$ cat config.mk
export PLATFORM = sky130hd
export DESIGN_NAME = rau_front
export DESIGN_NICKNAME = d
export VERILOG_FILES = /design/src/hdl/rau_pkg.sv /design/src/hdl/rau_front.sv
export SDC_FILE = /design/constraint.sdc
export NUM_CORES = 1
export LEC_CHECK = 0
export BUFFER_PORTS_ARGS = -buffer_cell sky130_fd_sc_hd__clkbuf_2
export CAP_MARGIN = 10
export CORE_MARGIN = 2
export CORE_UTILIZATION = 52
export DETAILED_ROUTE_END_ITERATION = 16
export GPL_ROUTABILITY_DRIVEN = 0
export PLACE_DENSITY = 0.79
export SYNTH_ARGS = -nofsm -noshare
export SYNTH_HDL_FRONTEND = slang
export SYNTH_SLANG_ARGS = --single-unit
$ cat constraint.sdc
create_clock -name clk -period 8.4 [get_ports clk]
set_input_delay 0.84 -clock clk [delete_from_list [all_inputs] [get_ports clk]]
set_output_delay 0.84 -clock clk [all_outputs]
set_load 0.02 [all_outputs]
$ cat src/hdl/rau_pkg.sv
// Shared types and constants of the rational arithmetic unit.
`timescale 1ns / 1ps
`default_nettype none

package rau_pkg;

	// Fixed widths of the request and result fields.
	localparam int FIELD_W   = 32;
	localparam int RES_W     = 64;
	localparam int REQ_W     = 3;

	// Default operand width and depth of the queue between front and back.
	localparam int OPERAND_W_DEF = 32;
	localparam int QUEUE_DEPTH   = 2;

	// Request codes as they arrive on req_type.
	localparam logic [REQ_W-1:0] REQ_ADD  = 3'd0;
	localparam logic [REQ_W-1:0] REQ_SUB  = 3'd1;
	localparam logic [REQ_W-1:0] REQ_MUL  = 3'd2;
	localparam logic [REQ_W-1:0] REQ_DIV  = 3'd3;
	localparam logic [REQ_W-1:0] REQ_SIMP = 3'd4;

	// Classified operation as handed from the front to the back.
	typedef enum logic [2:0] {
		OP_ADD,
		OP_SUB,
		OP_MUL,
		OP_DIV,
		OP_SIMP,
		OP_BAD
	} rau_op_t;

	// Sequencer states of the back end.
	typedef enum logic [2:0] {
		ST_IDLE,
		ST_MUL,
		ST_SUM,
		ST_GCD,
		ST_GROW,
		ST_SHRINK,
		ST_QUOT,
		ST_EMIT
	} rau_state_t;

endpackage : rau_pkg

`default_nettype wire

$ cat src/hdl/rau_front.sv
// Front end: accepts requests, classifies them and queues them for the back end.
`timescale 1ns / 1ps
`default_nettype none

module rau_front #(
	parameter int OPERAND_WIDTH = rau_pkg::OPERAND_W_DEF
) (
	input  wire                                   clk,
	input  wire                                   arst_n,
	input  wire                                   in_valid,
	output logic                                  in_stall,
	input  wire  [rau_pkg::REQ_W-1:0]             req_type,
	input  wire  [rau_pkg::FIELD_W-1:0]           a_num,
	input  wire  [rau_pkg::FIELD_W-1:0]           a_den,
	input  wire  [rau_pkg::FIELD_W-1:0]           b_num,
	input  wire  [rau_pkg::FIELD_W-1:0]           b_den,
	output logic                                  pop_valid,
	input  wire                                   pop_ready,
	output rau_pkg::rau_op_t                      pop_op,
	output logic signed [OPERAND_WIDTH-1:0]       pop_an,
	output logic signed [OPERAND_WIDTH-1:0]       pop_ad,
	output logic signed [OPERAND_WIDTH-1:0]       pop_bn,
	output logic signed [OPERAND_WIDTH-1:0]       pop_bd
);
	import rau_pkg::*;

	localparam int W     = OPERAND_WIDTH;
	localparam int PTR_W = (QUEUE_DEPTH > 1) ? $clog2(QUEUE_DEPTH) : 1;
	localparam int CNT_W = $clog2(QUEUE_DEPTH + 1);

	rau_op_t             op_cls;
	rau_op_t             op_mem_q [QUEUE_DEPTH];
	logic signed [W-1:0] an_mem_q [QUEUE_DEPTH];
	logic signed [W-1:0] ad_mem_q [QUEUE_DEPTH];
	logic signed [W-1:0] bn_mem_q [QUEUE_DEPTH];
	logic signed [W-1:0] bd_mem_q [QUEUE_DEPTH];
	logic [PTR_W-1:0]    wr_ptr_q;
	logic [PTR_W-1:0]    rd_ptr_q;
	logic [CNT_W-1:0]    count_q;
	logic                push;
	logic                pop;

	// Map the request code onto an operation; codes without meaning give an empty result.
	always_comb begin
		case (req_type)
			REQ_ADD:  op_cls = OP_ADD;
			REQ_SUB:  op_cls = OP_SUB;
			REQ_MUL:  op_cls = OP_MUL;
			REQ_DIV:  op_cls = OP_DIV;
			REQ_SIMP: op_cls = OP_SIMP;
			default:  op_cls = OP_BAD;
		endcase
	end

	// Queue handshake on both sides.
	assign in_stall  = (count_q == CNT_W'(QUEUE_DEPTH));
	assign push      = in_valid && !in_stall;
	assign pop_valid = (count_q != '0);
	assign pop       = pop_valid && pop_ready;

	// Queue storage; operands keep only their low OPERAND_WIDTH bits.
	always_ff @(posedge clk) begin
		if (push) begin
			op_mem_q[wr_ptr_q] <= op_cls;
			an_mem_q[wr_ptr_q] <= $signed(a_num[W-1:0]);
			ad_mem_q[wr_ptr_q] <= $signed(a_den[W-1:0]);
			bn_mem_q[wr_ptr_q] <= $signed(b_num[W-1:0]);
			bd_mem_q[wr_ptr_q] <= $signed(b_den[W-1:0]);
		end
	end

	// Pointers and fill count.
	always_ff @(posedge clk or negedge arst_n) begin
		if (!arst_n) begin
			wr_ptr_q <= '0;
			rd_ptr_q <= '0;
			count_q  <= '0;
		end else begin
			if (push) begin
				wr_ptr_q <= (wr_ptr_q == PTR_W'(QUEUE_DEPTH - 1)) ? '0 : wr_ptr_q + 1'b1;
			end
			if (pop) begin
				rd_ptr_q <= (rd_ptr_q == PTR_W'(QUEUE_DEPTH - 1)) ? '0 : rd_ptr_q + 1'b1;
			end
			if (push && !pop) begin
				count_q <= count_q + 1'b1;
			end else if (pop && !push) begin
				count_q <= count_q - 1'b1;
			end
		end
	end

	// Head of the queue.
	assign pop_op = op_mem_q[rd_ptr_q];
	assign pop_an = an_mem_q[rd_ptr_q];
	assign pop_ad = ad_mem_q[rd_ptr_q];
	assign pop_bn = bn_mem_q[rd_ptr_q];
	assign pop_bd = bd_mem_q[rd_ptr_q];

endmodule : rau_front

`default_nettype wire

-- After elaboration in Yosys (flattened, before gate mapping)
Memory sizes are Yosys's and may differ from the RTL's.
Index checks and enable logic that the tools add are counted.
- reduce and logical (&&, ||, !) cells: 10
- add/subtract/negate cells: 4
- muxes and demuxes: 7
- eq/ne operators: 5
- operators by type and width (cell ; count):
    $pmux 3 s5 ; 1
    $eq 3x2->1 const B ; 2
    $logic_and 1x1->1 ; 4
    $mux 1 ; 4
    $mux 2 ; 2
    $reduce_bool 2->1 ; 2
    $eq 3x1->1 const B ; 1
    $eq 3x3->1 const B ; 1
    $logic_not 1->1 ; 3
    $logic_not 3->1 ; 1
    $add 1x1->1 const B ; 2
    $add 2x1->2 const B ; 1
    $eq 2x2->1 const B ; 1
    $sub 2x1->2 const B ; 1
- logic and storage cells: 34
- flip-flop bits (word level): 4
- output and inout port bits: 133
- memory bits (writable): 262
- memories kept: 5
- input bits: 135
- memory list (name ; words ; width ; rd ports ; clocked after Yosys merged registers in ; wr ports ; line ; text):
    ad_mem_q ; 2 ; 32 ; 1 ; 0 ; 1 ; rau_front.sv:34 ; logic signed [W-1:0] ad_mem_q [QUEUE_DEPTH];
    an_mem_q ; 2 ; 32 ; 1 ; 0 ; 1 ; rau_front.sv:33 ; logic signed [W-1:0] an_mem_q [QUEUE_DEPTH];
    bd_mem_q ; 2 ; 32 ; 1 ; 0 ; 1 ; rau_front.sv:36 ; logic signed [W-1:0] bd_mem_q [QUEUE_DEPTH];
    bn_mem_q ; 2 ; 32 ; 1 ; 0 ; 1 ; rau_front.sv:35 ; logic signed [W-1:0] bn_mem_q [QUEUE_DEPTH];
    op_mem_q ; 2 ; 3 ; 1 ; 0 ; 1 ; rau_front.sv:32 ; rau_op_t op_mem_q [QUEUE_DEPTH];

-- Longest topological paths before layout
Gate-level depths: netlist (run 1).
- depth after elaboration: 7
- depth in mapped cells: 7
- gate-level depth less buffers: 7

-- Worst setup path before layout (run 1)
Ideal clock, no wire load.
- path kind: input-to-reg
- from: input in_valid
- to: memory ad_mem_q[0][0] (netlist bit), enable pin
- stages on the path: 2
- buffers on the path: 0
- arrival time: 6371 ps
- data required time: 7777 ps
- setup time: 623 ps
- slack: 1406 ps
- path through: nand2_1 > nor2_1
- word-level cells in the longest chain between the ends: 3
- RTL lines (element ; line ; text):
    start: declaration ; rau_front.sv:10 ; input wire in_valid,
    $logic_and 1x1->1 ; rau_front.sv:57 ; assign push = in_valid && !in_stall;
    $mux 1 ; rau_front.sv:63 ; if (push) begin
    $mux 1 (not written as such) ; rau_front.sv:66 ; ad_mem_q[wr_ptr_q] <= $signed(a_den[W-1:0]);
    end: declaration ; rau_front.sv:34 ;
Every way passes these cells.

-- Final worst setup path (run 1)
- from: register rd_ptr_q
- to: output pop_bn[2]
- word-level cells in the longest chain between the ends: 1
- RTL lines (element ; line ; text):
    start: declaration ; rau_front.sv:38 ; logic [PTR_W-1:0] rd_ptr_q;
    start signal: assignment ; rau_front.sv:83 ; rd_ptr_q <= (rd_ptr_q == PTR_W'(QUEUE_DEPTH - 1)) ? '0 : rd_ptr_q + 1'b1;
    $mem_v2 2x32 ; - ;
    end: declaration ; rau_front.sv:22 ; output logic signed [OPERAND_WIDTH-1:0] pop_bn,
Every way passes these cells.

==> results of run 1 <==
worst paths after layout:
path,to,slack (ns),from
setup reg to reg,bd_mem_q[1][18]$_DFFE_PP_,5.74,count_q[0]$_DFFE_PN0P_
hold / removal,count_q[1]$_DFFE_PN0P_,0.13,arst_n
min in group clk,count_q[1]$_DFFE_PN0P_,0.51,count_q[1]$_DFFE_PN0P_
setup / recovery,pop_bn[2],4.73,rd_ptr_q$_DFFE_PN0P_
max in group asynchronous,rd_ptr_q$_DFFE_PN0P_,8.12,arst_n
hold reg to reg,count_q[1]$_DFFE_PN0P_,0.51,count_q[1]$_DFFE_PN0P_
area by class of cell:
class | instances | area (sq um)
well taps | 234 | 293
inverters | 2 | 7.51
flip-flops and latches | 266 | 7970
repair buffers | 272 | 1370
clock inverters | 15 | 144
fillers | 1272 | 6400
clock buffers | 30 | 687
multi-input cells | 146 | 1890
sequential cells by signal (all words and copies together), names as in the netlist:
name	cells
rd_ptr_q	1
wr_ptr_q	1
bd_mem_q	64
an_mem_q	64
bn_mem_q	64
ad_mem_q	64
op_mem_q	6
count_q	2
worst reg2reg max path, delay by kind of cell (launching register included):
kind,cells,cell delay [ns]
simple gates,2,0.95
buf+inv,1,0.89
flops,1,0.40
where the power goes:
| part | internal, W | switching, W |
|---|---|---|
| Clock | 0.000672 | 0.000446 |
| Sequential | 0.00182 | 0.000117 |
| Combinational | 0.000644 | 0.000884 |
| Total | 0.00314 | 0.00145 |
cell usage after synthesis:
cell / n
inv_1: 2
nor2b_1: 1
ha_1: 1
buf_2: 5
nand2b_1: 1
a21o_1: 1
edfxtp_1: 262
or2_2: 1
buf_6: 9
mux2_2: 51
nand2_1: 2
mux2_4: 80
buf_8: 1
and3_1: 1
xor2_1: 2
dfrtp_1: 4
nor2_1: 2
clkbuf_1: 1
xnor2_1: 3
cells by family (layout without fill, tap and decap cells):
group,count (synthesis),count (layout),share of synthesized area [%]
adder cells (fa/ha/maj),1,1,0.125
multiplexers,131,131,17.8
AND/OR/NAND/NOR,8,8,0.401
AO/OA/AOI/OAI,1,1,0.0751
flip-flops,266,266,79.7
XOR/XNOR,5,5,0.438
buffers and inverters,18,319,1.53
metal layers:
layer | global-route usage, % | vias to the layer above | wire [um]
met5 | 0 | - | 0
met4 | 5.21 | 0 | 446
li1 | - | 2279 | -
met2 | 30.0 | 201 | 9120
met1 | 19.3 | 2417 | 6830
met3 | 5.23 | 42 | 1550
through the flow:
step                instance area [sq um]  hold WS [ns]  util, %  instances  power [W]
detailed placement                  11500         0.498     61.5        920    0.00352
global route                        12400         0.116     65.9        965    0.00479
finish                              12400         0.131     65.9        965    0.00458
CTS                                 12400         0.113     65.9        965    0.00464
global placement                    11500         0.472     61.5        920    0.00347
floorplan                           10000         0.456        -        430    0.00313
==> impl_metrics.yaml, run 1 <==
run_status:
  status: "complete, no violations"
global_routing:
  overflow: 0
  grt_pass1_wl_um: 26500
  antenna_found_initial: 0
  grt_pass1_vias: 5282
  grt_start_max_net_pins: 74
  track_usage_pct: 16.8
worst_setup_path:
  setup.worst_path.class: "flop to primary output"
  rr_worst_depth: 3
  start_kind: "flop"
  cpLargestDelayFamily: "buffers and inverters"
  path_buf_inv: 2
  cp_slowest_cell: "dfrtp_4"
  max_stage_delay_ns: 0.87
  worstPathRequired_ns: 7.56
  path_depth: 3
  cp_cell_sequence: "buf_4 > mux2_2 > clkbuf_2"
  cp_max_fo: 51
  endpoint_kind: "primary output"
  arrival_ns: 2.83
synth:
  synth_area_leader_cell: "edfxtp_1"
  syn_inst: 430
  seq_area_frac_synth_pct: 79.7
  yosysWarnings: 0
  ys_ff_latch: 266
  netlist.area_leader.share_pct: 78.7
  syn-cell-area_sq_um: 10000
  synthTopCellsByArea: "edfxtp_1 79%, mux2_4 12%, mux2_2 5.7%"
  syn_avg_cell_area_sq_um: 23.3
  syn_nets: 566
  yosys.cell_types.count: 19
sta:
  worst_pin_slew_ns: 0.978
  rsz0062_at_grt: "no"
  max_freq_mhz: 272
  finalCritPeriodShare_pct: 43.7
  drv_slew: 0
  layout_setup_ws_ns: 4.73
  hold_violations: 0
  finClkSkew_ns: 0.00627
  tns_ns: 0
  setup_viol: 0
  min_period_ns: 3.67
  relSlewSlack_pct: 34.8
layout:
  mostFrequentLayoutCells: "267 x clkbuf_2, 262 x edfxtp_1, 80 x mux2_4, 51 x mux2_2, 27 x clkbuf_16"
  nets: 851
  layout-drive-gt1-share_pct: 60.5
  antenna_cells: 0
  final_common_cell: "clkbuf_2"
  area_delta_synth_final_pct: 23.7
clock_tree:
  clkSlewWorstSetupHoldPaths_ns: 0.06
  hold_buffers: 0
  clk_latency_ns: 0.51
  htreeDepth: 1
  cts_buffer_depth: 3
  postCtsSetupBuffers: 0
  cts_resized: 0
  clockRootBuffer: "clkbuf_16"
  numClockSinks: 266
  cts_tree: "done"
  cts_buffers: 27
pwr:
  p_leak_nw: 4.94
  ir_worst_vdd_uv: 227
  power_density_nw_per_um2: 371
placement:
  hpwl_um: 12300
  pre_cts_ws_ns: 5.23
  io_buffers: 267
detailed_routing:
  vias_per_cell: 5.12
  drt_iter0_drc: 212
  drtAntennaViolNets: 0
  vias: 4939
  firstDrtPassIters: 4
  drt_wl_total_um: 17900
  routedWlPerCell_um: 18.6
  drc: 0
floorplan:
  row_count: 50
  initial_core_util_pct: 53.3
  die_y_um: 143
  ios: 268
  die-area_sq_um: 20400
  die_w_um: 143
  core_area_sq_um: 18800
hold_path:
  hold_class: "input pin to asynchronous set/reset pin"
job:
  max_cap_violations: 0
(Power assumes the default switching activity.)
==> run 2, diff against run 1 <==
- CORE_UTILIZATION: 52 -> 47
- PLACE_DENSITY: 0.79 -> 0.75
- clock period: 8.4 -> 3.3 ns (I/O delays scaled with it)
==> run 2 against run 1 <==
  * Critical path depth unchanged
  * Largest power group unchanged
  * Combinational power rose to 2.7 times the previous value
  * Global-route usage up 0.088 points
==> impl_metrics.yaml, run 2 (synthesis results as in run 1) <==
worst_setup_path:
  r2r_setup_slack_ns: 1.44
  cp_cell_sequence: "buf_12 > mux2_4 > clkbuf_2"
  rr_worst_depth: 3
  path_depth: 3
  path_buf_inv: 2
  arrival_ns: 2.38
  max_stage_delay_ns: 0.89
  cp_slowest_cell: "dfrtp_4"
  worst_r2r_startpoint: "count_q[0]$_DFFE_PN0P_"
  start_kind: "flop"
  endpoint_kind: "primary output"
  setup.worst_path.class: "flop to primary output"
  worstPathRequired_ns: 2.97
  r2r-end: "bn_mem_q[1][12]$_DFFE_PP_"
  cpLargestDelayFamily: "flip-flops"
  cp_max_fo: 46
sta:
  drv_slew: 0
  tns_ns: 0
  finClkSkew_ns: 0.0137
  setup_viol: 0
  relSlewSlack_pct: 44.1
  min_period_ns: 2.71
  layout_setup_ws_ns: 0.590
  max_freq_mhz: 369
  rsz0062_at_grt: "no"
  finalCritPeriodShare_pct: 82.1
  hold_violations: 0
  worst_pin_slew_ns: 0.838
pwr:
  power.switching_w: 0.00383
  combinationalPowerShare_pct: 34.0
  ir_worst_vdd_uv: 634
  p_int_w: 0.00825
  power_density_nw_per_um2: 882
  switching_share_pct: 31.7
  pwr-share-clk_pct: 25.2
  power.share.sequential_pct: 40.8
  p_leak_nw: 5.48
layout:
  layout.area.seq_sq_um: 7970
  layout-drive-gt1-share_pct: 52.9
  final_common_cell: "clkbuf_2"
  final_util_pct: 65.3
  fill_cells: 1402
  final_cells: 1125
  multiInputGateArea_sq_um: 1890
  mostFrequentLayoutCells: "267 x clkbuf_2, 262 x edfxtp_1, 113 x dlygate4sd3_1, 80 x mux2_4, 51 x mux2_2"
  area_delta_synth_final_pct: 36.9
  nets: 965
hold_path:
  min_to: "ad_mem_q[1][12]$_DFFE_PP_"
  hold_start: "a_den[12]"
  hold_class: "input pin to flop"
  worstHoldPathCells: 1
clock_tree:
  clkSlewWorstSetupHoldPaths_ns: 0.06
  clockRootBuffer: "clkbuf_16"
  cts_buffers: 26
  cts_buffer_depth: 3
  htreeDepth: 1
  numClockSinks: 266
  cts_tree: "done"
  clk_latency_ns: 0.53
  cts_resized: 0
detailed_routing:
  firstDrtPassIters: 4
  drtAntennaViolNets: 0
  drt_iter0_drc: 206
  vias_per_cell: 4.84
  drc: 0
  routedWlPerCell_um: 17.6
  drt_wl_total_um: 19700
  vias: 5448
placement:
  hpwl_um: 12100
  placed_cells_incl_taps: 963
  io_buffers: 267
  pre_cts_ws_ns: 1.14
global_routing:
  grt_pass1_wl_um: 29400
  grt_pass1_vias: 5736
  grt_start_max_net_pins: 72
  overflow: 0
  antenna_found_initial: 0
  track_usage_pct: 16.8
floorplan:
  core_area_sq_um: 21000
  die_y_um: 150
  ios: 268
  row_count: 53
  die-area_sq_um: 22500
  die_w_um: 150
  initial_core_util_pct: 47.7
job:
  max_cap_violations: 0
run_status:
  status: "complete, no violations"
run 2: worst max path at each step:
stage | start | end | slack [ns]
2_1_floorplan | count_q[0]$_DFFE_PN0P_ | ad_mem_q[0][0]$_DFFE_PP_ | 0.28
3_3_place_gp | rd_ptr_q$_DFFE_PN0P_ | pop_an[28] | 1.17
3_5_place_dp | rd_ptr_q$_DFFE_PN0P_ | pop_an[26] | 1.14
4_1_cts | rd_ptr_q$_DFFE_PN0P_ | pop_an[26] | 0.57
5_1_grt | rd_ptr_q$_DFFE_PN0P_ | pop_ad[9] | 0.49
6_report | rd_ptr_q$_DFFE_PN0P_ | pop_an[26] | 0.59
run 2: cell type report:
cell class	instances	area share, %
timing repair buffer	387	18.9
inverter	2	0.0548
clock buffer	27	4.78
multi-input combinational	146	13.8
clock inverter	21	1.75
sequential	266	58.2
antenna	1	0.0183
tap	275	2.51
run 2: routing by layer:
layer  global-route usage [%]  up-vias  wire length (um)
li1                         -     2507                 -
met1                     19.7     2642              7580
met2                     30.4      261             10100
met3                     4.39       38              1640
met4                     4.95        0               444
met5                        0        -                 0
run 2: what timing repair did:
item / CTS / global route
hold buffers: 111 / 2
setup buffers: 0 / 0
endpoints found under the hold margin: 223 / 4
run 2: power groups by stage:
stage	Sequential (W)	Combinational [W]	Clock, W
after floorplan	0.00485	0.00302	0
after CTS	0.00494	0.00412	0.00310
after global routing	0.00500	0.00435	0.00324
after detailed placement	0.00501	0.00401	0
final	0.00493	0.00410	0.00304
after global placement	0.00495	0.00394	0
run 2: per-stage QoR:
step / area [sq um] / hold WS (ns) / power [W]
after global placement: 11700 / 0.136 / 0.00890
after floorplan: 10000 / 0.0344 / 0.00788
final: 13700 / 0.0210 / 0.0121
after CTS: 13700 / 0.000560 / 0.0122
after global routing: 13700 / 0.000166 / 0.0126
after detailed placement: 11700 / 0.144 / 0.00902
